<file path="config.mk">
export PLATFORM = sky130hd
export DESIGN_NAME = led_blink_breathe_driver
export DESIGN_NICKNAME = d
export VERILOG_FILES = /design/src/rtl/lbbd_pkg.sv /design/src/rtl/led_blink_breathe_driver.sv
export VERILOG_INCLUDE_DIRS = /design/src /design/src/rtl
export SDC_FILE = /design/constraint.sdc
export NUM_CORES = 1
export LEC_CHECK = 0
export BUFFER_PORTS_ARGS = -buffer_cell sky130_fd_sc_hd__buf_2
export CAP_MARGIN = 20
export CORE_ASPECT_RATIO = 1.2
export CORE_MARGIN = 2
export CORE_UTILIZATION = 63
export CTS_BUF_LIST = sky130_fd_sc_hd__clkbuf_16
export DETAILED_ROUTE_END_ITERATION = 10
export GPL_TIMING_DRIVEN = 0
export PLACE_DENSITY = 0.91
export SYNTH_ARGS = -nofsm -noshare
export SYNTH_HDL_FRONTEND = slang
export SYNTH_SLANG_ARGS = --single-unit
</file>
<file path="constraint.sdc">
create_clock -name i_clk -period 6.4 [get_ports i_clk]
set_input_delay 1.28 -clock i_clk [delete_from_list [all_inputs] [get_ports i_clk]]
set_output_delay 1.28 -clock i_clk [all_outputs]
set_load 0.02 [all_outputs]
</file>
<file path="src/rtl/led_blink_breathe_driver_macros.svh">
// Assertion macros for the LED blink/breathe driver.
// Each macro expects i_clk and i_rst_n in scope at the point of use.
// No other dependencies.
`ifndef LED_BLINK_BREATHE_DRIVER_MACROS_SVH
`define LED_BLINK_BREATHE_DRIVER_MACROS_SVH

`ifndef NO_ASSERTIONS
// Same-cycle implication, checked outside reset.
`define LBBD_ASSERT_NOW(lbl, ante, cons) \
    lbl: assert property (@(posedge i_clk) disable iff (!i_rst_n) (ante) |-> (cons)) \
        else $error("assertion failed");
// Next-cycle implication, checked outside reset.
`define LBBD_ASSERT_NEXT(lbl, ante, cons) \
    lbl: assert property (@(posedge i_clk) disable iff (!i_rst_n) (ante) |=> (cons)) \
        else $error("assertion failed");
`else
`define LBBD_ASSERT_NOW(lbl, ante, cons)
`define LBBD_ASSERT_NEXT(lbl, ante, cons)
`endif

`endif

</file>
<file path="src/rtl/lbbd_pkg.sv">
// Types and constants for the LED blink/breathe driver.
// No dependencies.
package lbbd_pkg;

    typedef enum logic [1:0] {
        MODE_OFF   = 2'd0,
        MODE_ON    = 2'd1,
        MODE_BLINK = 2'd2,
        MODE_FADE  = 2'd3
    } t_mode;

    localparam int unsigned CFG_IDX_W = 2;
    localparam int unsigned CFG_DATA_W = 16;

    localparam logic [CFG_IDX_W-1:0] CFG_MODE  = 2'd0;
    localparam logic [CFG_IDX_W-1:0] CFG_BLINK = 2'd1;
    localparam logic [CFG_IDX_W-1:0] CFG_FADE  = 2'd2;

    localparam logic [7:0]  LEVEL_FULL  = 8'hFF;
    localparam logic [7:0]  LEVEL_DARK  = 8'h00;
    localparam logic [15:0] BLINK_RESET = 16'd500;
    localparam logic [15:0] FADE_RESET  = 16'd10;

endpackage

</file>
<file path="src/rtl/led_blink_breathe_driver.sv">
// Single-channel LED drive level controller: off, on, blink and triangle fade.
// Depends on lbbd_pkg and led_blink_breathe_driver_macros.svh.
// Results are registered. Throughput: one sample per cycle while o_in_stall
// is low; the stamp compare and the state update are combinational into the
// state registers, so the state loop sets the rate. A two-entry output buffer
// (result register plus skid) takes one more sample while the output stalls.
// Reset is synchronous, active low: registers go to their reset values and
// both output entries empty.
`include "led_blink_breathe_driver_macros.svh"

module led_blink_breathe_driver (
    input  logic                             i_clk,
    input  logic                             i_rst_n,
    input  logic                             i_cfg_we,
    input  logic [lbbd_pkg::CFG_IDX_W-1:0]   i_cfg_idx,
    input  logic [lbbd_pkg::CFG_DATA_W-1:0]  i_cfg_data,
    input  logic                             i_in_valid,
    output logic                             o_in_stall,
    input  logic [31:0]                      i_now_ms,
    output logic                             o_out_valid,
    input  logic                             i_out_stall,
    output logic [7:0]                       o_level,
    output logic                             o_written
);
    import lbbd_pkg::*;

    t_mode       r_mode;
    logic [15:0] r_blink_interval;
    logic [15:0] r_fade_period;

    logic        r_blink_on;
    logic [31:0] r_blink_stamp;
    logic [31:0] r_fade_stamp;
    logic [7:0]  r_fade_level;
    logic        r_fade_rising;
    logic [7:0]  r_held_level;

    logic        r_out_valid;
    logic [7:0]  r_out_level;
    logic        r_out_written;
    logic        r_skid_valid;
    logic [7:0]  r_skid_level;
    logic        r_skid_written;

    logic        n_blink_on;
    logic [31:0] n_blink_stamp;
    logic [31:0] n_fade_stamp;
    logic [7:0]  n_fade_level;
    logic        n_fade_rising;
    logic [7:0]  n_held_level;
    logic        n_written;

    logic [31:0] blink_elapsed;
    logic [31:0] fade_elapsed;
    logic        blink_due;
    logic        fade_due;
    logic        in_acc;
    logic        out_free;

    assign in_acc   = i_in_valid && !r_skid_valid;
    assign out_free = !r_out_valid || !i_out_stall;

    assign blink_elapsed = i_now_ms - r_blink_stamp;
    assign fade_elapsed  = i_now_ms - r_fade_stamp;
    assign blink_due     = blink_elapsed >= {16'd0, r_blink_interval};
    assign fade_due      = fade_elapsed >= {16'd0, r_fade_period};

    always_comb begin
        n_blink_on    = r_blink_on;
        n_blink_stamp = r_blink_stamp;
        n_fade_stamp  = r_fade_stamp;
        n_fade_level  = r_fade_level;
        n_fade_rising = r_fade_rising;
        n_held_level  = r_held_level;
        n_written     = 1'b0;
        case (r_mode)
            MODE_OFF: begin
                n_held_level = LEVEL_DARK;
                n_written    = 1'b1;
            end
            MODE_ON: begin
                n_held_level = LEVEL_FULL;
                n_written    = 1'b1;
            end
            MODE_BLINK: begin
                if (blink_due) begin
                    n_blink_on    = !r_blink_on;
                    n_held_level  = r_blink_on ? LEVEL_DARK : LEVEL_FULL;
                    n_blink_stamp = i_now_ms;
                    n_written     = 1'b1;
                end
            end
            MODE_FADE: begin
                if (fade_due) begin
                    // Turn round at either end without moving the level.
                    if (r_fade_rising) begin
                        if (r_fade_level == LEVEL_FULL) begin
                            n_fade_rising = 1'b0;
                        end else begin
                            n_fade_level = r_fade_level + 8'd1;
                        end
                    end else begin
                        if (r_fade_level == LEVEL_DARK) begin
                            n_fade_rising = 1'b1;
                        end else begin
                            n_fade_level = r_fade_level - 8'd1;
                        end
                    end
                    n_held_level = n_fade_level;
                    n_fade_stamp = i_now_ms;
                    n_written    = 1'b1;
                end
            end
            default: begin
                n_written = 1'b0;
            end
        endcase
    end

    // Configuration registers.
    always_ff @(posedge i_clk) begin
        if (!i_rst_n) begin
            r_mode           <= MODE_OFF;
            r_blink_interval <= BLINK_RESET;
            r_fade_period    <= FADE_RESET;
        end else if (i_cfg_we) begin
            case (i_cfg_idx)
                CFG_MODE:  r_mode           <= t_mode'(i_cfg_data[1:0]);
                CFG_BLINK: r_blink_interval <= i_cfg_data;
                CFG_FADE:  r_fade_period    <= i_cfg_data;
                default:   r_mode           <= r_mode;
            endcase
        end
    end

    // Channel state advances on every accepted beat.
    always_ff @(posedge i_clk) begin
        if (!i_rst_n) begin
            r_blink_on    <= 1'b1;
            r_blink_stamp <= '0;
            r_fade_stamp  <= '0;
            r_fade_level  <= LEVEL_DARK;
            r_fade_rising <= 1'b0;
            r_held_level  <= LEVEL_DARK;
        end else if (in_acc) begin
            r_blink_on    <= n_blink_on;
            r_blink_stamp <= n_blink_stamp;
            r_fade_stamp  <= n_fade_stamp;
            r_fade_level  <= n_fade_level;
            r_fade_rising <= n_fade_rising;
            r_held_level  <= n_held_level;
        end
    end

    // Output valid flags: skid fills only while the result register is held.
    always_ff @(posedge i_clk) begin
        if (!i_rst_n) begin
            r_out_valid  <= 1'b0;
            r_skid_valid <= 1'b0;
        end else if (out_free) begin
            r_out_valid  <= r_skid_valid || in_acc;
            r_skid_valid <= 1'b0;
        end else if (in_acc) begin
            r_skid_valid <= 1'b1;
        end
    end

    always_ff @(posedge i_clk) begin
        if (out_free) begin
            if (r_skid_valid) begin
                r_out_level   <= r_skid_level;
                r_out_written <= r_skid_written;
            end else if (in_acc) begin
                r_out_level   <= n_held_level;
                r_out_written <= n_written;
            end
        end else if (in_acc) begin
            r_skid_level   <= n_held_level;
            r_skid_written <= n_written;
        end
    end

    assign o_in_stall  = r_skid_valid;
    assign o_out_valid = r_out_valid;
    assign o_level     = r_out_level;
    assign o_written   = r_out_written;

    `LBBD_ASSERT_NOW(a_skid_behind_out, r_skid_valid, r_out_valid)
    `LBBD_ASSERT_NEXT(a_blink_full_or_dark, in_acc && r_mode == MODE_BLINK && blink_due, r_held_level == LEVEL_FULL || r_held_level == LEVEL_DARK)
    `LBBD_ASSERT_NOW(a_fade_one_step, $past(i_rst_n), (r_fade_level - $past(r_fade_level)) == 8'd0 || (r_fade_level - $past(r_fade_level)) == 8'd1 || (r_fade_level - $past(r_fade_level)) == 8'hFF)
    `LBBD_ASSERT_NEXT(a_fixed_mode_writes, in_acc && (r_mode == MODE_OFF || r_mode == MODE_ON), r_out_valid && (r_skid_valid ? r_skid_written : r_out_written))

endmodule
</file>
==> flow_metrics.py, run 1 <==
metrics = {
    "yosys": {
        "synthDistinctLibCells": 84,
        "yosysSeqAreaShare_pct": 27.3,
        "synthCells": 1375,
        "synth_seq_cells": 136,
        "ys_async_sr_fraction_pct": 0,
        "synth_edf_count": 18,
        "syn-cell-area_um2": 10600,
        "synth_fp_nets": 1529,
        "yosys_warnings": 0,
        "synth_flop_cell": "dfxtp_1",
        "synth.avg_cell_area_um2": 7.72,
    },
    "global_routing": {
        "grt_antenna_before_repair": 0,
        "grt_pass1_wl_um": 49400,
        "grt_max_degree": 17,
        "overflow": 0,
        "grt_pass1_vias": 10509,
        "track_usage_pct": 34.6,
    },
    "critical_path": {
        "max_stage_delay_ns": 0.51,
        "slowest_stage": "or4b_1",
        "r2r_slack_ns": 1.01,
        "crit_chain": "buf_2 > inv_1 > ha_1 > fa_1 > nand2b_1 > a21oi_1 > o21ai_1 > a21o_1 > nand2_1 > xor2_1 > ha_1 > o2111ai_1 > o32ai_1 > or4b_1 > nor4_1 > nor4b_4 > nand4_4 > o211ai_4 > buf_2 > nor2_1 > nor2_1 > o21ai_0",
        "rr_worst_depth": 22,
        "cp_max_fo": 10,
        "reg2reg_from": "r_blink_stamp[10]$_SDFFE_PN0P_",
        "critPathLaunchType": "input port",
        "worstSetupEndpointType": "register",
        "path_class": "input port to register",
        "startpoint": "i_now_ms[0]",
        "arrival_ns": 6.24,
        "cp.required_ns": 6.56,
        "r2r_end": "o_level[4]$_DFFE_PP_",
    },
    "min_path": {
        "hold_end": "r_blink_interval[9]$_SDFFE_PN0P_",
        "hold_path.startpoint": "r_blink_interval[9]$_SDFFE_PN0P_",
        "hold_depth": 2,
        "hold_path.class": "register to register",
    },
    "run_status": {
        "status": "complete, no violations",
    },
    "die": {
        "start_util_pct": 63.7,
        "dieHeight_um": 146,
        "die_w_um": 122,
        "dieArea_um2": 17900,
        "num_rows": 52,
        "core_area_um2": 16700,
        "io_pins": 66,
    },
    "clock_tree": {
        "cts_tree": "yes",
        "cts_made_buffers": 17,
        "clk_pin_slew_ns": 0.06,
        "cts.sinks": 136,
        "cts.root.buffer_cell": "clkbuf_16",
        "clk-insertion-delay-late_ns": 0.43,
        "ctsHoldBuffers": 0,
        "clockBufferDepth": 2,
        "htreeDepth": 4,
    },
    "pwr": {
        "ir_worst_vdd_mv": 0.173,
        "leakagePower_nw": 4.80,
        "power.density_nw_per_um2": 208,
    },
    "placed_design": {
        "pre_cts_ws_ns": -0.125,
        "io_buffers": 65,
        "gp_congestion": 0.949,
        "dp_hpwl_um": 23400,
    },
    "timing": {
        "post-route-period-util_pct": 95.0,
        "finalHoldViolCount": 0,
        "skew_ns": 0.0114,
        "hold_ws_ns": 0.459,
        "maxSlewViolCount": 0,
        "final.min_clock_period_ns": 6.08,
        "max_freq_mhz": 164,
        "setup_viol": 0,
        "relSlewSlack_pct": 41.3,
        "grt_setup_unrepaired": "no",
        "finalWorstSetupSlack_ns": 0.319,
        "tightest_slew_ns": 0.858,
    },
    "drt": {
        "viasPerCell": 6.27,
        "antenna_left": 0,
        "wl_um": 30700,
        "drcViolationCount": 0,
        "firstDrtPassIters": 5,
        "drt_iter0_drc": 830,
        "vias": 10588,
        "routedWlPerCell_um": 18.1,
    },
    "layout": {
        "drive_gt1_share_pct": 10.6,
        "mostFrequentLayoutCells": "nand2_1, a21oi_1, dfxtp_1",
        "layout_commonest_cell": "nand2_1",
        "diodes": 0,
        "syn_to_final_growth_pct": 11.8,
        "fillers": 1299,
        "nets": 1615,
    },
    "flow_run": {
        "cap_violations": 0,
    },
}
[layer usage]
layer	GRT usage (%)	part of all wire, %
met1	39.3	38
met2	59.6	49
met3	5.43	7.0
met4	21.7	6.1
met5	0	0
[critical path: cells and delay by family]
family                   cells  cell delay (ns)
AND/OR/NAND/NOR              8             1.80
adder cells (fa/ha/maj)      3             0.91
buffers and inverters        3             0.49
AO/OA/AOI/OAI                7             1.61
XOR/XNOR                     1             0.15
[cells in the mapped netlist (all sizes together) (18+ instances only)]
cell type | number | area share (%)
a21oi | 148 | 7.1
ha | 97 | 11
nor2 | 108 | 3.8
o21ai | 93 | 4.4
dfxtp | 118 | 22
xor2 | 19 | 1.6
nand3 | 22 | 1.0
inv | 115 | 4.1
o211ai | 20 | 1.5
buf | 21 | 1.2
mux2i | 37 | 3.5
nand2 | 178 | 6.4
a21o | 23 | 1.6
nor3 | 31 | 1.5
edfxtp | 18 | 5.1
clkbuf | 51 | 1.8
xnor2 | 27 | 2.2
[flip-flops by register name, indices dropped and copies added, names as in the netlist]
register,flops
o_in_stall,1
o_level,8
o_out_valid,1
o_written,1
r_blink_interval,16
r_blink_on,1
r_blink_stamp,32
r_fade_level,8
r_fade_period,16
r_fade_rising,1
r_fade_stamp,32
r_held_level,8
r_mode,2
r_skid_level,8
r_skid_written,1
[cell families (layout without fill, tap and decap cells)]
kind of cell	after synthesis	in the layout	synth area share [%]
DFF	136	136	27.3
buffers and inverters	187	286	7.11
xor gates and xnor gates	46	46	3.80
AOI/OAI and AO/OA	420	420	25.8
muxes	44	44	4.23
adders and majority gates	99	99	11.8
and+or+nand+nor	443	443	19.9
[power breakdown]
group | internal [W] | total, W | switching [W]
Clock | 0.000678 | 0.00108 | 0.000403
Sequential | 0.000881 | 0.000889 | 0.00000728
Combinational | 0.000184 | 0.000494 | 0.000310
Total | 0.00174 | 0.00246 | 0.000720
[area by class of cell]
type,instances,area (µm²),area share [%]
clock buffers,18,450,3.79
multi-input cells,1052,6960,58.6
well taps,216,270,2.28
repair buffers,67,340,2.87
flip-flops and latches,136,2900,24.4
plain buffers,72,323,2.72
inverters,115,432,3.64
clock inverters,14,191,1.61
[through the flow]
| stage | total power [W] | cell area (µm²) | setup TNS (ns) | std cells | utilization [%] |
|---|---|---|---|---|---|
| after floorplan | 0.00124 | 10600 | 0 | 1375 | - |
| after global placement | 0.00137 | 11200 | 0 | 1656 | 67.3 |
| after detailed placement | 0.00138 | 11200 | -2.76 | 1656 | 67.3 |
| after CTS | 0.00245 | 11900 | 0 | 1688 | 71.2 |
| after global routing | 0.00255 | 11900 | 0 | 1690 | 71.3 |
| final | 0.00246 | 11900 | 0 | 1690 | 71.3 |
[how the worst max path moves through the flow]
stage | slack [ns] | depth (start not counted) | endpoint
2_1_floorplan | 0.86 | 20 | o_level[4]$_DFFE_PP_
3_3_place_gp | 0.008 | 20 | o_level[4]$_DFFE_PP_
3_5_place_dp | -0.12 | 20 | o_level[4]$_DFFE_PP_
4_1_cts | 0.14 | 22 | r_blink_stamp[22]$_SDFFE_PN0P_
5_1_grt | 0.04 | 22 | r_skid_level[1]$_DFFE_PP_
6_report | 0.32 | 22 | r_skid_level[1]$_DFFE_PP_
[what timing repair did]
| item | 4_1_cts | 5_1_grt |
|---|---|---|
| gates resized for setup | 0 | 2 |
| setup buffers | 0 | 2 |
| setup endpoints to repair | 0 | 45 |
| hold endpoints to repair | 0 | 0 |
No activity file was read; power rests on OpenSTA's default activity.
==> inputs of run 2 (changes only) <==
--- a/config.mk
+++ b/config.mk
@@ -7,10 +7,10 @@
 export NUM_CORES = 1
 export LEC_CHECK = 0
 export BUFFER_PORTS_ARGS = -buffer_cell sky130_fd_sc_hd__buf_2
-export CAP_MARGIN = 20
+export CELL_PAD_IN_SITES_DETAIL_PLACEMENT = 0
+export CELL_PAD_IN_SITES_GLOBAL_PLACEMENT = 1
 export CORE_ASPECT_RATIO = 1.2
-export CORE_MARGIN = 2
-export CORE_UTILIZATION = 63
+export CORE_UTILIZATION = 47
 export CTS_BUF_LIST = sky130_fd_sc_hd__clkbuf_16
 export DETAILED_ROUTE_END_ITERATION = 10
 export GPL_TIMING_DRIVEN = 0
==> flow_metrics.py, run 2 (synthesized netlist as in run 1, its figures left out) <==
metrics = {
    "run_status": {
        "status": "complete, but fails checks",
        "violations": "DRC",
    },
    "critical_path": {
        "path_class": "input port to register",
        "r2r_end": "o_level[0]$_DFFE_PP_",
        "max_stage_delay_ns": 0.51,
        "startpoint": "i_now_ms[0]",
        "rr_worst_depth": 20,
        "cp_max_fo": 10,
        "worstSetupEndpointType": "register",
        "arrival_ns": 6.17,
        "critPathLaunchType": "input port",
        "slowest_stage": "or4b_1",
        "r2r_slack_ns": 1.13,
        "crit_chain": "buf_2 > inv_1 > ha_1 > fa_1 > nand2b_1 > a21oi_1 > o21ai_1 > a21o_1 > nand2_1 > xor2_1 > ha_1 > o2111ai_1 > o32ai_1 > or4b_1 > nor4_1 > nor4b_4 > nand4_4 > o211ai_4 > buf_2 > nor2_1 > nor3_1 > o2bb2ai_1",
        "cp-endpoint": "o_level[0]$_DFFE_PP_",
        "reg2reg_from": "r_fade_stamp[0]$_SDFFE_PN0P_",
        "cp.buffers_inverters": 3,
        "cp.required_ns": 6.58,
        "crit_family": "simple AND/OR/NAND/NOR gates",
        "cp_num_cells": 22,
    },
    "pwr": {
        "ir_worst_vdd_mv": 0.182,
        "p_comb_share_pct": 19.8,
        "leakagePower_nw": 4.78,
        "power.density_nw_per_um2": 205,
        "p_int_w": 0.00172,
        "p_clk_share_pct": 43.8,
        "switching_share_pct": 29.6,
        "power.switching_w": 0.000723,
        "seq_power_share_pct": 36.4,
    },
    "flow_run": {
        "cap_violations": 0,
    },
    "drt": {
        "firstDrtPassIters": 8,
        "wl_um": 29600,
        "antenna_left": 0,
        "vias": 10039,
        "viasPerCell": 5.75,
        "drcViolationCount": 5,
        "routedWlPerCell_um": 17.0,
        "drt_iter0_drc": 580,
    },
    "die": {
        "io_pins": 66,
        "dieArea_um2": 23200,
        "num_rows": 59,
        "core_area_um2": 21900,
        "dieHeight_um": 167,
        "die_w_um": 139,
        "start_util_pct": 48.4,
    },
    "layout": {
        "final_core_util_pct": 54.4,
        "seqCellArea_um2": 2900,
        "fin_area_um2": 11900,
        "syn_to_final_growth_pct": 12.3,
        "mostFrequentLayoutCells": "nand2_1, a21oi_1, dfxtp_1",
        "layout_commonest_cell": "nand2_1",
        "multi_input_area_um2": 6960,
        "nets": 1614,
        "diodes": 0,
        "drive_gt1_share_pct": 10.5,
        "fillers": 2154,
        "reg.largest.list": "r_blink_stamp (32), r_fade_stamp (32)",
    },
    "timing": {
        "tightest_slew_ns": 1.02,
        "max_freq_mhz": 167,
        "post-route-period-util_pct": 93.6,
        "finalWorstSetupSlack_ns": 0.409,
        "skew_ns": 0.0176,
        "final.min_clock_period_ns": 5.99,
        "setup_viol": 0,
        "tns_ns": 0,
        "grt_setup_unrepaired": "no",
        "finalHoldViolCount": 0,
        "maxSlewViolCount": 0,
        "relSlewSlack_pct": 30.0,
    },
    "global_routing": {
        "grt_pass1_vias": 9481,
        "grt_antenna_before_repair": 0,
        "grt_pass1_wl_um": 47100,
        "track_usage_pct": 25.7,
        "grtUsageMet2_pct": 45.5,
        "grt_max_degree": 17,
        "use_met1_pct": 30.7,
        "overflow": 0,
        "busiest_layer": "met2",
        "use_met3_pct": 3.65,
    },
    "clock_tree": {
        "cts.root.buffer_cell": "clkbuf_16",
        "cts_made_buffers": 17,
        "ctsHoldBuffers": 0,
        "clockBufferDepth": 2,
        "cts_tree": "yes",
        "cts.sinks": 136,
        "htreeDepth": 4,
        "clk_pin_slew_ns": 0.06,
        "clk-insertion-delay-late_ns": 0.43,
    },
    "min_path": {
        "hold_path.class": "register to register",
    },
    "placed_design": {
        "dpl_cell_area_um2": 11300,
        "io_buffers": 65,
        "gp_congestion": 0.939,
        "pre_cts_ws_ns": -0.158,
        "dp_hpwl_um": 23700,
    },
}
[run 2: worst reg2reg max path: stages (launching register included)]
cell and delay [ns]:
dfxtp_1 0.32, ha_1 0.23, fa_1 0.41, nand2b_1 0.19, a21oi_1 0.28, o21ai_1 0.16, a21o_1 0.23, nand2_1 0.08
xor2_1 0.15, ha_1 0.24, o2111ai_1 0.26, o32ai_1 0.14, or4b_1 0.51, nor4_1 0.21, nor4b_4 0.30, nand4_4 0.18
o211ai_4 0.37, buf_2 0.33, nor2_1 0.16, nor3_1 0.18, o2bb2ai_1 0.10
[run 2: through the flow]
stage | std cells | total power, W | hold slack, ns
floorplan | 1375 | 0.00124 | 0.436
global placement | 1714 | 0.00138 | 0.444
detailed placement | 1714 | 0.00138 | 0.448
CTS | 1746 | 0.00245 | 0.457
global route | 1747 | 0.00255 | 0.470
finish | 1747 | 0.00244 | 0.457
[run 2: how the worst min path moves through the flow]
stage                                      start                                end  slack, ns  cells after the start
2_1_floorplan  r_blink_interval[10]$_SDFFE_PN0P_  r_blink_interval[10]$_SDFFE_PN0P_       0.44                      2
3_3_place_gp    r_blink_interval[1]$_SDFFE_PN0P_   r_blink_interval[1]$_SDFFE_PN0P_       0.44                      2
3_5_place_dp       r_fade_period[8]$_SDFFE_PN0P_      r_fade_period[8]$_SDFFE_PN0P_       0.45                      2
4_1_cts            r_fade_period[8]$_SDFFE_PN0P_      r_fade_period[8]$_SDFFE_PN0P_       0.46                      2
5_1_grt        r_blink_interval[12]$_SDFFE_PN0P_  r_blink_interval[12]$_SDFFE_PN0P_       0.47                      2
6_report           r_fade_period[9]$_SDFFE_PN0P_      r_fade_period[9]$_SDFFE_PN0P_       0.46                      2
[run 2: routing by layer]
metal	share of wire, %	vias to the layer above	routed length [µm]
met5	0	-	0
met4	3.5	0	1040
met3	4.4	44	1310
met2	49	229	14500
met1	43	4690	12800
li1	-	5076	-
[run 2: cell type report]
cell class	count	share of cell area (%)
clock inverter	15	1.67
clock buffer	17	3.57
multi-input combinational	1052	58.4
sequential	136	24.4
timing repair buffer	66	2.79
inverter	115	3.62
buffer	72	2.71
tap	274	2.88
[run 2: what timing repair did]
| item | 4_1_cts | 5_1_grt |
|---|---|---|
| buffers inserted | 0 | 1 |
| gates resized for setup | 0 | 2 |
| setup endpoints to repair | 0 | 47 |
[run 2: power by group through the flow]
| stage | sequential [W] | combinational, W | clock [W] |
|---|---|---|---|
| after detailed placement | 0.000907 | 0.000478 | 0 |
| final | 0.000888 | 0.000484 | 0.00107 |
| after floorplan | 0.000911 | 0.000334 | 0 |
| after CTS | 0.000888 | 0.000480 | 0.00108 |
| after global placement | 0.000906 | 0.000472 | 0 |
| after global routing | 0.000889 | 0.000537 | 0.00112 |
==> inputs of run 3 (changes only) <==
--- a/config.mk
+++ b/config.mk
@@ -6,15 +6,16 @@
 export SDC_FILE = /design/constraint.sdc
 export NUM_CORES = 1
 export LEC_CHECK = 0
+export ABC_AREA = 1
 export BUFFER_PORTS_ARGS = -buffer_cell sky130_fd_sc_hd__buf_2
 export CELL_PAD_IN_SITES_DETAIL_PLACEMENT = 0
 export CELL_PAD_IN_SITES_GLOBAL_PLACEMENT = 1
 export CORE_ASPECT_RATIO = 1.2
-export CORE_UTILIZATION = 47
+export CORE_UTILIZATION = 44
 export CTS_BUF_LIST = sky130_fd_sc_hd__clkbuf_16
 export DETAILED_ROUTE_END_ITERATION = 10
 export GPL_TIMING_DRIVEN = 0
-export PLACE_DENSITY = 0.91
+export PLACE_DENSITY = 0.9
 export SYNTH_ARGS = -nofsm -noshare
 export SYNTH_HDL_FRONTEND = slang
 export SYNTH_SLANG_ARGS = --single-unit
==> flow_metrics.py, run 3 <==
metrics = {
    "run_status": {
        "status": "complete, no violations",
    },
    "clock_tree": {
        "ctsHoldBuffers": 0,
        "clk_pin_slew_ns": 0.06,
        "clockBufferDepth": 2,
        "postCtsSetupRepairBufs": 0,
        "cts_resized": 0,
        "htreeDepth": 4,
        "cts.root.buffer_cell": "clkbuf_16",
        "cts.sinks": 136,
        "cts_tree": "yes",
        "clk-insertion-delay-late_ns": 0.44,
        "cts_made_buffers": 17,
    },
    "timing": {
        "tns_ns": 0,
        "maxSlewViolCount": 0,
        "skew_ns": 0.0152,
        "grt_setup_unrepaired": "no",
        "max_freq_mhz": 215,
        "tightest_slew_ns": 0.860,
        "hold_ws_ns": 0.454,
        "setup_viol": 0,
        "relSlewSlack_pct": 42.7,
        "final.min_clock_period_ns": 4.64,
        "finalHoldViolCount": 0,
        "post-route-period-util_pct": 72.5,
    },
    "layout": {
        "instances_no_fill": 2363,
        "nets": 2169,
        "drive_gt1_share_pct": 10.4,
        "mostFrequentLayoutCells": "nand2_1, inv_1, nor2_1",
        "diodes": 0,
        "fillers": 2849,
        "final_core_util_pct": 49.7,
        "reg.largest.list": "r_blink_stamp (32), r_fade_stamp (32)",
        "layout_commonest_cell": "nand2_1",
        "syn_to_final_growth_pct": 10.9,
    },
    "global_routing": {
        "grt_max_degree": 17,
        "grt_pass1_wl_um": 56800,
        "grt_antenna_before_repair": 0,
        "overflow": 0,
        "track_usage_pct": 26.8,
        "grt_pass1_vias": 11508,
    },
    "yosys": {
        "ys_async_sr_fraction_pct": 0,
        "synth_fp_nets": 2086,
        "synthTopCellsByCount": "nand2_1, inv_1, nor2_1",
        "synthCells": 1932,
        "synth_edf_count": 18,
        "synth_seq_cells": 136,
        "yosys_warnings": 0,
        "synth_top_area_share_pct": 20.0,
        "synthDistinctLibCells": 44,
        "yosysSeqAreaShare_pct": 24.6,
        "synth_most_common_cell": "nand2_1",
        "synth.avg_cell_area_um2": 6.11,
        "synth_area_leader_cell": "dfxtp_1",
        "synth_flop_cell": "dfxtp_1",
        "syn-cell-area_um2": 11800,
        "synthTopCellsByArea": "dfxtp_1, nand2_1, inv_1",
    },
    "critical_path": {
        "worstSetupEndpointType": "register",
        "reg2reg_from": "r_fade_stamp[7]$_SDFFE_PN0P_",
        "r2r_slack_ns": 2.47,
        "path_class": "input port to register",
        "cp_max_fo": 10,
        "rr_worst_depth": 22,
        "r2r_end": "r_fade_stamp[2]$_SDFFE_PN0P_",
        "critPathLaunchType": "input port",
        "cp.required_ns": 6.73,
        "arrival_ns": 4.97,
    },
    "pwr": {
        "p_comb_share_pct": 26.4,
        "p_int_w": 0.00165,
        "seq_power_share_pct": 36.0,
        "switching_share_pct": 34.2,
        "ir_worst_vdd_mv": 0.128,
        "leakagePower_nw": 6.94,
        "p_clk_share_pct": 37.6,
        "power.switching_w": 0.000860,
        "power.density_nw_per_um2": 192,
        "p_total_w": 0.00252,
    },
    "placed_design": {
        "dp_hpwl_um": 29400,
        "io_buffers": 64,
        "dpl.cell_count": 2331,
        "gp_congestion": 0.957,
    },
    "flow_run": {
        "cap_violations": 0,
    },
    "die": {
        "die_w_um": 152,
        "dieArea_um2": 27500,
        "start_util_pct": 44.8,
        "core_area_um2": 26400,
        "io_pins": 66,
        "dieHeight_um": 181,
        "num_rows": 65,
    },
    "drt": {
        "vias": 11855,
        "antenna_left": 0,
        "drt_iter0_drc": 497,
        "viasPerCell": 5.02,
        "routedWlPerCell_um": 14.9,
        "firstDrtPassIters": 5,
        "wl_um": 35200,
        "drcViolationCount": 0,
    },
    "min_path": {
        "hold_end": "r_blink_stamp[0]$_SDFFE_PN0P_",
        "hold_depth": 2,
        "hold_path.startpoint": "r_blink_stamp[0]$_SDFFE_PN0P_",
        "hold_path.class": "register to register",
    },
}
-- run 3: changes by cell type in the layout (fill, tap and decap cells not counted), sizes merged, moves of 29 or more --
cell	delta
mux2i	-37
nand2	+453
nor2	+44
clkbuf	-29
inv	+292
nand3	+78
-- run 3: logic make-up (layout without fill, tap and decap cells) --
kind of cell | after synthesis | in the layout | synth area share [%]
AND/OR/NAND/NOR | 931 | 931 | 32.7
buffers and inverters | 448 | 544 | 15.3
AO/OA/AOI/OAI | 279 | 279 | 13.9
flip-flops | 136 | 136 | 24.6
adder cells (fa/ha/maj) | 99 | 99 | 10.6
XOR/XNOR | 39 | 39 | 2.89
-- run 3: area by class of cell --
cell class,instances,area [µm²],area share [%]
multi-input cells,1348,7100,54.2
flip-flops and latches,136,2900,22.2
inverters,409,1540,11.7
clock buffers,17,425,3.25
well taps,335,419,3.20
repair buffers,64,320,2.44
plain buffers,39,278,2.12
clock inverters,15,126,0.964
-- run 3: stage by stage --
step	worst slack, ns	cell area (µm²)
6_report	1.76	13100
3_3_place_gp	1.35	12600
5_1_grt	1.51	13100
4_1_cts	1.75	13100
3_5_place_dp	1.32	12600
2_1_floorplan	2.26	11800
-- run 3: metal layers --
layer | global-route usage [%] | vias to the layer above | share of wire, %
met5 | 0 | - | 0
met4 | 11.4 | 0 | 3.6
met3 | 2.84 | 61 | 2.9
met2 | 48.0 | 216 | 50
met1 | 31.8 | 5417 | 43
li1 | - | 6161 | -
-- run 3: power groups by stage --
| stage | sequential [W] | combinational, W | clock, W |
|---|---|---|---|
| after floorplan | 0.000928 | 0.000468 | 0 |
| after global placement | 0.000923 | 0.000649 | 0 |
| after detailed placement | 0.000924 | 0.000660 | 0 |
| after CTS | 0.000906 | 0.000663 | 0.000960 |
| after global routing | 0.000908 | 0.000757 | 0.000995 |
| final | 0.000906 | 0.000664 | 0.000945 |
-- run 3: worst max path at each step --
stage	startpoint	to	slack, ns	cells after the start
detailed placement	i_now_ms[0]	r_fade_stamp[10]$_SDFFE_PN0P_	1.32	23
CTS	i_now_ms[0]	r_fade_stamp[22]$_SDFFE_PN0P_	1.75	23
global placement	i_now_ms[0]	r_fade_stamp[3]$_SDFFE_PN0P_	1.35	23
floorplan	i_now_ms[0]	o_level[1]$_DFFE_PP_	2.26	22
global route	i_now_ms[0]	r_fade_stamp[2]$_SDFFE_PN0P_	1.51	23
finish	i_now_ms[0]	r_fade_stamp[2]$_SDFFE_PN0P_	1.76	23
-- run 3: worst max-delay path: stages --
cell      delay [ns]
buf_2           0.09
inv_1           0.08
ha_1            0.26
fa_1            0.44
inv_1           0.12
nand3_1         0.07
nand3_1         0.16
nand3_1         0.09
nand3_1         0.22
xor2_1          0.16
ha_1            0.20
a21oi_1         0.12
nor3_1          0.06
a211oi_1        0.18
nand3_1         0.17
nor2_1          0.14
nand2_2         0.10
nor2_8          0.24
nand2_4         0.13
nand3_4         0.19
buf_8           0.21
buf_12          0.17
a21oi_2         0.06
